File: src/hrte_pkg.sv
`timescale 1ns / 1ps

package hrte_pkg;

   // Input item kinds carried on tuser.
   localparam logic [1:0] MODE_LOAD = 2'd0;
   localparam logic [1:0] MODE_DATA = 2'd1;
   localparam logic [1:0] MODE_END  = 2'd2;

   localparam int MODE_W  = 2;
   localparam int IDX_W   = 9;
   localparam int CODE_W  = 32;
   localparam int TLEN_W  = 6;
   localparam int BYTE_W  = 8;
   localparam int RUN_W   = 15;
   localparam int EXT_W   = 14;
   localparam int EXTL_W  = 4;

   localparam int TABLE_DEPTH = 261;

   // Run class entries.
   localparam logic [IDX_W-1:0] IDX_RUN1    = 9'd0;
   localparam logic [IDX_W-1:0] IDX_RUN2    = 9'd256;
   localparam logic [IDX_W-1:0] IDX_RUN3_6  = 9'd257;
   localparam logic [IDX_W-1:0] IDX_RUN7_22 = 9'd258;
   localparam logic [IDX_W-1:0] IDX_RUN23   = 9'd259;
   localparam logic [IDX_W-1:0] IDX_RUN279  = 9'd260;
   localparam logic [IDX_W-1:0] IDX_LAST    = 9'd260;

   // Class bases for the extra count field.
   localparam logic [RUN_W-1:0] RUN_BASE_3   = 15'd3;
   localparam logic [RUN_W-1:0] RUN_BASE_7   = 15'd7;
   localparam logic [RUN_W-1:0] RUN_BASE_23  = 15'd23;
   localparam logic [RUN_W-1:0] RUN_BASE_279 = 15'd279;

   typedef struct packed {
      logic [IDX_W-1:0]  idx;
      logic [EXT_W-1:0]  ext;
      logic [EXTL_W-1:0] ext_len;
   } run_class_type;

endpackage

File: src/hrte_packer.sv
`timescale 1ns / 1ps

module hrte_packer #(
   parameter int CHUNK_W = 78
) (
   input  logic                             clock,
   input  logic                             reset,
   input  logic                             q_valid,
   input  logic [CHUNK_W+$clog2(CHUNK_W+1):0] q_data,
   output logic                             q_pop,
   output logic                             rsp_valid,
   input  logic                             rsp_ready,
   output logic [hrte_pkg::BYTE_W-1:0]      rsp_byte,
   output logic                             rsp_last
);

   localparam int CLEN_W = $clog2(CHUNK_W + 1);
   localparam int ACC_W  = CHUNK_W + 7;
   localparam int CNT_W  = $clog2(ACC_W + 1);

   logic [CHUNK_W-1:0] head_chunk;
   logic [CLEN_W-1:0]  head_len;
   logic               head_end;

   logic [ACC_W-1:0]   acc_ff, acc_in, acc_a;
   logic [CNT_W-1:0]   cnt_ff, cnt_in, cnt_a;
   logic               flush_ff, flush_in, flush_a;
   logic               out_free;
   logic               emit;

   logic                        rsp_valid_ff, rsp_valid_in;
   logic [hrte_pkg::BYTE_W-1:0] rsp_byte_ff;
   logic                        rsp_last_ff;

   assign head_chunk = q_data[CHUNK_W-1:0];
   assign head_len   = q_data[CHUNK_W+CLEN_W-1:CHUNK_W];
   assign head_end   = q_data[CHUNK_W+CLEN_W];

   assign out_free = !rsp_valid_ff || rsp_ready;

   always_comb begin
      // Emit a full byte, or the padded tail while a flush is open.
      emit    = ((cnt_ff >= CNT_W'(8)) || (flush_ff && cnt_ff != '0)) && out_free;
      cnt_a   = emit ? ((cnt_ff > CNT_W'(8)) ? cnt_ff - CNT_W'(8) : '0) : cnt_ff;
      acc_a   = emit ? (acc_ff >> 8) : acc_ff;
      flush_a = flush_ff && (cnt_a != '0);
      q_pop   = q_valid && !flush_a && (cnt_a < CNT_W'(8));
      acc_in  = acc_a;
      cnt_in  = cnt_a;
      flush_in = flush_a;
      if (q_pop) begin
         acc_in   = acc_a | (ACC_W'(head_chunk) << cnt_a[2:0]);
         cnt_in   = cnt_a + CNT_W'(head_len);
         flush_in = head_end;
      end
      rsp_valid_in = emit || (rsp_valid_ff && !rsp_ready);
   end

   always_ff @(posedge clock) begin
      if (reset) begin
         acc_ff       <= '0;
         cnt_ff       <= '0;
         flush_ff     <= 1'b0;
         rsp_valid_ff <= 1'b0;
      end else begin
         acc_ff       <= acc_in;
         cnt_ff       <= cnt_in;
         flush_ff     <= flush_in;
         rsp_valid_ff <= rsp_valid_in;
      end
   end

   always_ff @(posedge clock) begin
      if (emit) begin
         rsp_byte_ff <= acc_ff[hrte_pkg::BYTE_W-1:0];
         rsp_last_ff <= flush_ff && (cnt_ff <= CNT_W'(8));
      end
   end

   assign rsp_valid = rsp_valid_ff;
   assign rsp_byte  = rsp_byte_ff;
   assign rsp_last  = rsp_last_ff;

endmodule

File: config.mk
export PLATFORM = sky130hd
export DESIGN_NAME = hrte_packer
export DESIGN_NICKNAME = d
export VERILOG_FILES = /design/src/hrte_pkg.sv /design/src/hrte_packer.sv
export SDC_FILE = /design/constraint.sdc
export NUM_CORES = 1
export LEC_CHECK = 0
export ABC_AREA = 1
export ABC_CLOCK_PERIOD_IN_PS = 7300
export BUFFER_PORTS_ARGS = -buffer_cell sky130_fd_sc_hd__buf_2
export CAP_MARGIN = 15
export CELL_PAD_IN_SITES_DETAIL_PLACEMENT = 2
export CELL_PAD_IN_SITES_GLOBAL_PLACEMENT = 2
export CORE_MARGIN = 5
export CORE_UTILIZATION = 33
export CTS_CLUSTER_SIZE = 10
export DETAILED_ROUTE_END_ITERATION = 10
export GPL_TIMING_DRIVEN = 0
export PLACE_DENSITY_LB_ADDON = 0.1
export SLEW_MARGIN = 30
export SYNTH_ARGS = -nofsm -noshare
export SYNTH_HDL_FRONTEND = slang
export SYNTH_SLANG_ARGS = --single-unit
File: constraint.sdc
create_clock -name clock -period 7.3 [get_ports clock]
set_clock_uncertainty 0.15 [all_clocks]
set_input_delay 1.46 -clock clock [delete_from_list [all_inputs] [get_ports clock]]
set_output_delay 1.46 -clock clock [all_outputs]
set_load 0.05 [all_outputs]
==> metrics.yaml <==
outcome:
  run_status: "completed"
timing:
  holdWs_ps: 289
  final_hold_viol_count: 0
  relSlewSlack_pct: 46.3
  rsz0062_at_grt: "false"
  slew_viol_final: 0
  timing.final.crit_share_pct: 78.5
  fmax_mhz: 175
  setup_viol: 0
  fin_tns_setup_ps: 0
  tightest_slew_ps: 805
  fin_crit_ps: 5730
setup_path:
  critPathKind: "input port to output pin"
  crit_fanout: 10
  r2r-start: "cnt_ff[0]"
  timing.rr.end: "cnt_ff[5]"
  cp-end-kind: "output pin"
  crit_path_end: "q_pop"
  arrival_ps: 4120
  worst_ep_required_time_ps: 5690
  crit_start: "rsp_ready"
  setup.worst_path.start_class: "input port"
  reg2reg_depth: 22
  reg2reg_slack_ps: 2480
floorplan:
  dieArea_um2: 26400
  rows: 55
  chipWidth_um: 163
  start_util_pct: 33.7
  core_um2: 22800
  top_level_ports: 101
  die_height_um: 163
finish:
  final_area_um2: 8890
  nFillCells: 3018
  fin_util_pct: 39.0
  ff_latch_area_um2: 2150
  synthToLayoutAreaGrowth_pct: 15.6
  multi_input_area_um2: 4640
  final_nets: 1546
  drive_above_1_share_pct: 10.1
route:
  ant_nets: 0
  route.vias.total: 9420
  wirelength_um: 33500
  viasPerCell: 5.34
  dr.pass1.iters: 5
  remaining_drc_errors: 0
  wl_per_cell_um: 19.0
  drt_iter0_drc: 514
logic_synthesis:
  synth_flop_cell: "dfxtp_1"
  syn-cell-area_um2: 7690
  synth-seq-area-share_pct: 28.0
  ys_ff_latch: 103
  yosysTopAreaCellShare_pct: 25.1
  synth_edf_count: 9
  synth_top_area_cell: "nand3_1"
  synthCells: 1336
  syn_nets: 1436
  syn_area_per_cell_um2: 5.75
  yosys_warnings: 0
  synth_area_leaders: "nand3_1 25%, dfxtp_1 24%, nand2_1 19%"
  yosysMostFrequentCell: "nand2_1"
  async_flop_share_pct: 0
  synth_cell_types: 26
  synth_commonest_cells: "394 x nand2_1, 385 x nand3_1, 130 x inv_1"
global_route:
  grt_first_pass_wirelength_um: 53200
  grt_max_degree: 19
  grt_pass1_vias: 10085
  overflow: 0
  grtUsageTotal_pct: 25.0
  grt_antenna_before_repair: 0
clock_network:
  cts_buffer_depth: 2
  cts-root-buf: "clkbuf_16"
  cts.hold.buffers_added: 0
  clk_latency_ps: 370
  cts_num_sinks: 103
  htreeDepth: 3
  cts_tree: "yes"
  cts_resized: 0
  post_cts_buffers: 0
  clkSlewWorstSetupHoldPaths_ps: 90
  numCtsBuffers: 9
min_path:
  hp-class: "register to register"
place:
  place_area_um2: 8570
  io_buffers: 99
  routabilityCongestion: 0.817
  hpwl_um: 25900
pwr:
  leakage_nw: 3.78
  peakVddDrop_mv: 0.165
  powerDensity_nw_per_um2: 474
flow_run:
  cap_violations: 0
routing by layer:
| layer | global-route usage (%) | vias up | wire (µm) |
|---|---|---|---|
| li1 | - | 4612 | - |
| met5 | 0 | - | 0 |
| met2 | 45.3 | 155 | 16800 |
| met3 | 2.15 | 34 | 871 |
| met1 | 31.6 | 4619 | 15100 |
| met4 | 7.36 | 0 | 714 |
report_power, final:
group          total, mW  switching (mW)  internal, mW
Clock              0.517           0.250         0.267
Combinational       2.83            2.07         0.755
Sequential         0.873           0.101         0.772
Total               4.22            2.42          1.79
kinds of logic (layout without fill, tap and decap cells):
kind of cell	count (synthesis)	count (layout)	share of synthesized area [%]
compound gates	162	162	10.7
xor+xnor	7	7	0.798
fa+ha+maj	10	10	1.73
buf+inv	230	345	11.6
flops	103	103	28.0
mux	4	4	0.521
other cells	0	1	0
simple gates	820	820	46.6
flip-flops by register name, indices dropped and copies added, names as in the netlist:
name / flops
rsp_valid: 1
acc_ff: 85
cnt_ff: 7
rsp_last: 1
rsp_byte: 8
flush_ff: 1
cells in the final DEF, fill, tap and decap left out, types with 10 or more instances in the layout:
cell | netlist | layout
clkbuf_1 | 60 | 59
a21oi_1 | 91 | 91
nand2_1 | 394 | 394
clkbuf_16 | 0 | 10
inv_1 | 130 | 130
nor2_1 | 33 | 33
buf_2 | 24 | 123
buf_1 | 13 | 13
nand3_1 | 385 | 385
o21ai_0 | 68 | 68
dfxtp_1 | 94 | 94
area by class of cell:
type	instances	share of cell area, %
Clock buffer	11	2.97
Buffer	97	4.45
Inverter	133	5.62
Tap cell	313	4.41
Clock inverter	5	0.507
Multi-Input combinational cell	1003	52.2
Antenna cell	1	0.0282
Sequential cell	103	24.2
Timing Repair Buffer	99	5.58
stage by stage:
stage,instances,power (mW),worst slack (ps)
after floorplan,1336,2.75,2890
after global placement,1748,3.54,1870
after detailed placement,1748,3.67,1680
after CTS,1764,4.22,1590
after global routing,1764,4.56,1490
final,1765,4.22,1570
worst min-delay path by stage:
stage / from / endpoint / slack [ps] / cells past startpoint
finish: acc_ff[4] / rsp_byte[4] / 290 / 0
global route: acc_ff[4] / rsp_byte[4] / 310 / 0
CTS: acc_ff[4] / rsp_byte[4] / 290 / 0
detailed placement: acc_ff[4] / rsp_byte[4] / 270 / 0
global placement: acc_ff[6] / rsp_byte[6] / 260 / 0
floorplan: acc_ff[0] / rsp_byte[0] / 260 / 0
critical path, cell delays in order:
cell and delay, ps:
buf_2 90, nor2_1 60, inv_1 160, nand3_2 330, nand2_2 430, nand2_1 140, nor2_1 190, nand2_1 140
a21oi_4 450, buf_2 340, buf_2 310
Note: power is estimated with default switching activity, not from simulation.
