### src/hrte_fifo.sv
`timescale 1ns / 1ps

module hrte_fifo #(
   parameter int WIDTH = 8,
   parameter int DEPTH = 4
) (
   input  logic             clock,
   input  logic             reset,
   input  logic             push,
   input  logic [WIDTH-1:0] din,
   output logic             full,
   input  logic             pop,
   output logic             valid,
   output logic [WIDTH-1:0] dout
);

   localparam int PTR_W = (DEPTH > 1) ? $clog2(DEPTH) : 1;
   localparam int CNT_W = $clog2(DEPTH + 1);

   logic [WIDTH-1:0] slot_ff [DEPTH];
   logic [PTR_W-1:0] wr_ff, wr_in;
   logic [PTR_W-1:0] rd_ff, rd_in;
   logic [CNT_W-1:0] cnt_ff, cnt_in;
   logic             do_push;
   logic             do_pop;

   assign full    = cnt_ff == CNT_W'(DEPTH);
   assign valid   = cnt_ff != '0;
   assign dout    = slot_ff[rd_ff];
   assign do_push = push && !full;
   assign do_pop  = pop && valid;

   always_comb begin
      wr_in  = wr_ff;
      rd_in  = rd_ff;
      cnt_in = cnt_ff;
      if (do_push) begin
         wr_in = (wr_ff == PTR_W'(DEPTH - 1)) ? '0 : wr_ff + PTR_W'(1);
      end
      if (do_pop) begin
         rd_in = (rd_ff == PTR_W'(DEPTH - 1)) ? '0 : rd_ff + PTR_W'(1);
      end
      if (do_push && !do_pop) begin
         cnt_in = cnt_ff + CNT_W'(1);
      end else if (do_pop && !do_push) begin
         cnt_in = cnt_ff - CNT_W'(1);
      end
   end

   always_ff @(posedge clock) begin
      if (reset) begin
         wr_ff  <= '0;
         rd_ff  <= '0;
         cnt_ff <= '0;
      end else begin
         wr_ff  <= wr_in;
         rd_ff  <= rd_in;
         cnt_ff <= cnt_in;
      end
   end

   always_ff @(posedge clock) begin
      if (do_push) begin
         slot_ff[wr_ff] <= din;
      end
   end

endmodule

### config.mk
export PLATFORM = sky130hd
export DESIGN_NAME = hrte_fifo
export DESIGN_NICKNAME = d
export VERILOG_FILES = /design/src/hrte_fifo.sv
export SDC_FILE = /design/constraint.sdc
export NUM_CORES = 1
export LEC_CHECK = 0
export ABC_AREA = 1
export BUFFER_PORTS_ARGS = -buffer_cell sky130_fd_sc_hd__buf_2
export CORE_MARGIN = 2
export CORE_UTILIZATION = 40
export CTS_CLUSTER_DIAMETER = 50
export CTS_CLUSTER_SIZE = 10
export DETAILED_ROUTE_END_ITERATION = 10
export PLACE_DENSITY = 0.61
export SETUP_SLACK_MARGIN = 0.05
export SYNTH_ARGS = -nofsm -noshare
export SYNTH_HDL_FRONTEND = slang
export SYNTH_SLANG_ARGS = --single-unit
### constraint.sdc
create_clock -name clock -period 2.53 [get_ports clock]
set_clock_uncertainty 0.2 [all_clocks]
set_input_delay 0.506 -clock clock [delete_from_list [all_inputs] [get_ports clock]]
set_output_delay 0.506 -clock clock [all_outputs]
set_load 0.05 [all_outputs]
==> results of run 1 <==
## registers in the layout, summed over array words and instances (netlist names), named ones only
name and flops:
slot_ff 32, cnt_ff 3, rd_ff 2, wr_ff 2
## layer usage
layer / routed length, um / vias up / track usage, %
met5: 0 / - / 0
met1: 1383 / 530 / 16.63
met2: 1590 / 25 / 23.61
met4: 19 / 0 / 5.011
li1: - / 558 / -
met3: 133 / 4 / 4.070
## cell usage after synthesis, drive strengths merged
library cell / number
o21ai: 17
edfxtp: 32
nand3: 1
nor2: 33
dfxtp: 9
o22ai: 8
inv: 17
buf: 2
nand2: 14
fa: 1
nand4: 1
xor2: 1
a21oi: 2
ha: 6
nand3b: 2
## metrics by stage
step,util [%],hold WS [ns],instances
floorplan,-,0.2827,146
global placement,46.41,0.3146,220
detailed placement,46.41,0.3384,220
CTS,49.12,0.1716,228
global route,49.15,0.1759,228
finish,49.15,0.1802,228
## repair_timing
item,CTS,global route
hold buffers,0,0
setup endpoints to repair,0,6
gates resized for setup,0,1
## cell families after synthesis
kind of cell / Yosys count / share of synthesized area [%]
simple gates: 51 / 12.51
flops: 41 / 67.11
compound gates: 27 / 9.198
buf+inv: 19 / 5.077
fa+ha+maj: 7 / 5.592
xor+xnor: 1 / 0.5152
## area by class of cell
class                           instances  area (um^2)
Clock buffer                            5        68.82
Clock inverter                          3        41.29
Fill cell                             373         2063
Inverter                               17        63.81
Multi-Input combinational cell         86        473.0
Sequential cell                        41         1142
Tap cell                               50        62.56
Timing Repair Buffer                   26        142.6
## critical path: stages (launching register included)
cell     delay, ns
dfxtp_1       0.42
inv_1         0.32
o21ai_0       0.14
o22ai_1       0.19
buf_2         0.31
## power groups by stage
stage | registers, mW | logic (mW) | clock network, mW
after global placement | 0.929 | 0.890 | 0
after floorplan | 0.905 | 0.729 | 0
after CTS | 0.921 | 0.928 | 0.518
final | 0.921 | 0.923 | 0.507
after detailed placement | 0.933 | 0.922 | 0
after global routing | 0.936 | 1.01 | 0.541
## worst paths after layout
check / startpoint / to / slack [ns] / cells past startpoint
hold reg to reg: rd_ff[0] / register / 0.35 / 4
hold / removal: reset / cnt_ff[0] / 0.18 / 2
setup reg to reg: cnt_ff[1] / cnt_ff[1] / 0.48 / 9
setup / recovery: register / dout[3] / 0.16 / 4
==> flow_summary.json, run 1 <==
{
  "synth.distinct_cells": 20,
  "cp.required_ns": 1.82,
  "cp-end-kind": "output port",
  "rsz0062_at_grt": "false",
  "timing.fmax_mhz": 422.0,
  "antenna_found_initial": 0,
  "die_y_um": 69.20,
  "via_per_inst": 4.899,
  "tns_ns": 0,
  "grt_pass1_vias": 1085,
  "synth_seq_area_share_pct": 67.11,
  "drv_slew": 0,
  "start_util_pct": 41.91,
  "ios": 22,
  "clk_latency_ns": 0.29,
  "min_period_ns": 2.369,
  "yosysWarnings": 0,
  "drc": 0,
  "fp.coreArea_mm2": 0.004058,
  "post_cts_buffers": 0,
  "maxCapViolCount": 0,
  "cts_tree": "built",
  "p_total_mw": 2.351,
  "pre_cts_slack_ns": 0.4954,
  "power.share.combinational_pct": 39.3,
  "htree_levels": 2,
  "layout.cells.most_common_list": "nor2_1, edfxtp_1, buf_2",
  "clkTransAtPathRegs_ns": 0.08,
  "ys_top_cells_by_area": "edfxtp_1, dfxtp_1, nor2_1",
  "ir_drop_uv": 414.5,
  "post_dp_cell_area_mm2": 0.001883,
  "ys_ff_latch": 41,
  "syn_area_mm2": 0.001700,
  "syn_area_per_cell_um2": 11.65,
  "tightestPinTransition_ns": 0.3549,
  "path_class": "reg2out",
  "io_buffers": 21,
  "drt_iter0_drc": 70,
  "drive_gt1_share_pct": 23.60,
  "drtPass1Iterations": 4,
  "grt_max_degree": 17,
  "critPathMaxFanout": 9,
  "drtAntennaViolNets": 0,
  "fin_nets": 196,
  "grt.total_usage_pct": 13.85,
  "synth_fp_nets": 165,
  "gr-total-overflow": 0,
  "power_switching_uw": 974.7,
  "leakagePower_nw": 0.8062,
  "synth_top_area_cell": "edfxtp_1",
  "area_delta_synth_final_pct": 17.29,
  "cts_buffer_depth": 2,
  "numCtsBuffers": 5,
  "rows": 23,
  "fin_crit_sh_pct": 93.65,
  "die-area_mm2": 0.004789,
  "gp_congestion": 0.7819,
  "setup_violations": 0,
  "hold_violations": 0,
  "hp-class": "in2reg",
  "final_cell_area_mm2": 0.001994,
  "internal_power_mw": 1.376,
  "cts-root-buf": "clkbuf_8",
  "grt_pass1_wl_um": 5071,
  "netlist.area_leader.share_pct": 56.51,
  "setup.worst_path.start_class": "register",
  "finalWorstSetupSlack_ns": 0.1606,
  "p_clk_share_pct": 21.6,
  "clock_sinks": 41,
  "vias": 1117,
  "syn_inst": 146,
  "slew_headroom_pct": 76.31,
  "routed_wl_um": 3127,
  "wl_per_cell_um": 13.71,
  "status": "completed",
  "antenna_cells": 0,
  "dp_hpwl_um": 2087,
  "powerDensity_mw_per_mm2": 1179,
  "switching_share_pct": 41.46,
  "power_frac_seq_pct": 39.2,
  "die_w_um": 69.20,
  "crit_arrival_ns": 1.66
}
Note: power is estimated with default switching activity, not from simulation.
==> inputs of run 2 (changes only) <==
- CORE_ASPECT_RATIO: not set -> 1.5
==> flow_summary.json, run 2 (synthesis gave the netlist of run 1 again) <==
{
  "hp-class": "in2reg",
  "rows": 29,
  "cp.required_ns": 1.82,
  "grt.total_usage_pct": 13.91,
  "final_cell_area_mm2": 0.001996,
  "tns_ns": 0,
  "hold_violations": 0,
  "tightestPinTransition_ns": 0.3488,
  "antenna_cells": 0,
  "maxCapViolCount": 0,
  "reg_top3": "slot_ff (32), cnt_ff (3)",
  "numCtsBuffers": 5,
  "drt_iter0_drc": 32,
  "routed_wl_um": 3129,
  "min_period_ns": 2.277,
  "vias": 1128,
  "path_class": "reg2out",
  "cts-root-buf": "clkbuf_8",
  "fillers": 383,
  "regMostFlops": "slot_ff",
  "largest_reg_flops": 32,
  "timing.fmax_mhz": 439.2,
  "io_buffers": 21,
  "fp.coreArea_mm2": 0.004173,
  "fin_nets": 196,
  "leakagePower_nw": 0.8129,
  "drv_slew": 0,
  "via_per_inst": 5.036,
  "grt_max_degree": 17,
  "clkTransAtPathRegs_ns": 0.08,
  "area_delta_synth_final_pct": 17.37,
  "rsz0062_at_grt": "false",
  "post_cts_buffers": 0,
  "start_util_pct": 40.75,
  "status": "completed",
  "cts_hold_buf": 0,
  "cts_buffer_depth": 2,
  "drtPass1Iterations": 4,
  "gr-total-overflow": 0,
  "dp_hpwl_um": 2164,
  "antenna_found_initial": 0,
  "htree_levels": 2,
  "drc": 0,
  "grt_pass1_wl_um": 4933,
  "crit_arrival_ns": 1.57,
  "drive_gt1_share_pct": 23.60,
  "critPathMaxFanout": 9,
  "clk_latency_ns": 0.29,
  "post_dp_cell_area_mm2": 0.001878,
  "fin_crit_sh_pct": 89.99,
  "die_w_um": 57.24,
  "gp_congestion": 0.7230,
  "cp-end-kind": "output port",
  "utilization_pct": 47.83,
  "grt_pass1_vias": 1112,
  "ir_drop_uv": 766.0,
  "wl_per_cell_um": 13.97,
  "layout.cells.most_common_list": "nor2_1, edfxtp_1, buf_2",
  "die_y_um": 83.86,
  "clock_sinks": 41,
  "cts_tree": "built",
  "setup.worst_path.start_class": "register",
  "powerDensity_mw_per_mm2": 1187,
  "ios": 22,
  "drtAntennaViolNets": 0,
  "setup_violations": 0,
  "die-area_mm2": 0.004799,
  "slew_headroom_pct": 76.72
}
-- run 2: cell types whose count changed in the layout (fill, tap and decap cells not counted), sizes merged --
cell | previous run | this run
clkinvlp | 1 | 0
clkbuf | 5 | 7
clkinv | 1 | 0
-- run 2: what timing repair did --
action,in CTS,in global routing
resized for setup,0,1
setup endpoints to repair,0,4
endpoints found under the hold margin,0,0
-- run 2: power by group --
part,switching (mW),internal [mW]
clock network,0.209,0.322
logic,0.663,0.252
registers,0.0862,0.836
-- run 2: cell type report --
cell class	count	area (um^2)	share of cell area, %
multi-input cells	86	473.0	23.70
clock inverters	1	30.03	1.505
well taps	46	57.56	2.884
repair buffers	26	142.6	7.147
clock buffers	7	86.33	4.326
inverters	17	63.81	3.197
flip-flops and latches	41	1142	57.24
-- run 2: per-stage QoR --
step / setup WS, ns / total power, mW / hold WS, ns / std cells
3_5_place_dp: 0.4023 / 1.858 / 0.3143 / 216
2_1_floorplan: 0.4283 / 1.634 / 0.2827 / 146
5_1_grt: 0.1140 / 2.501 / 0.2065 / 224
6_report: 0.2532 / 2.368 / 0.1926 / 224
3_3_place_gp: 0.4431 / 1.820 / 0.3063 / 216
4_1_cts: 0.08331 / 2.391 / 0.1934 / 224
-- run 2: path summary, 6_finish.rpt --
kind | slack [ns] | startpoint | to | cells after the start
worst max-delay path | 0.25 | register | dout[3] | 4
worst min-delay path | 0.19 | reset | cnt_ff[0] | 2
worst min register to register | 0.33 | rd_ff[1] | rd_ff[1] | 2
worst max register to register | 0.46 | cnt_ff[1] | cnt_ff[1] | 9
-- run 2: worst max-delay path, cell delays in order, from the launching register on --
cell and delay (ns):
dfxtp_1 0.42, inv_1 0.28, o21ai_0 0.15, o22ai_1 0.14
buf_2 0.29
-- run 2: layer usage --
layer,global-route usage [%],wire [um],part of all wire [%]
met3,3.721,148,4.7
met5,0,0,0
met4,7.611,86,2.7
met1,15.16,1271,41
met2,23.82,1622,52
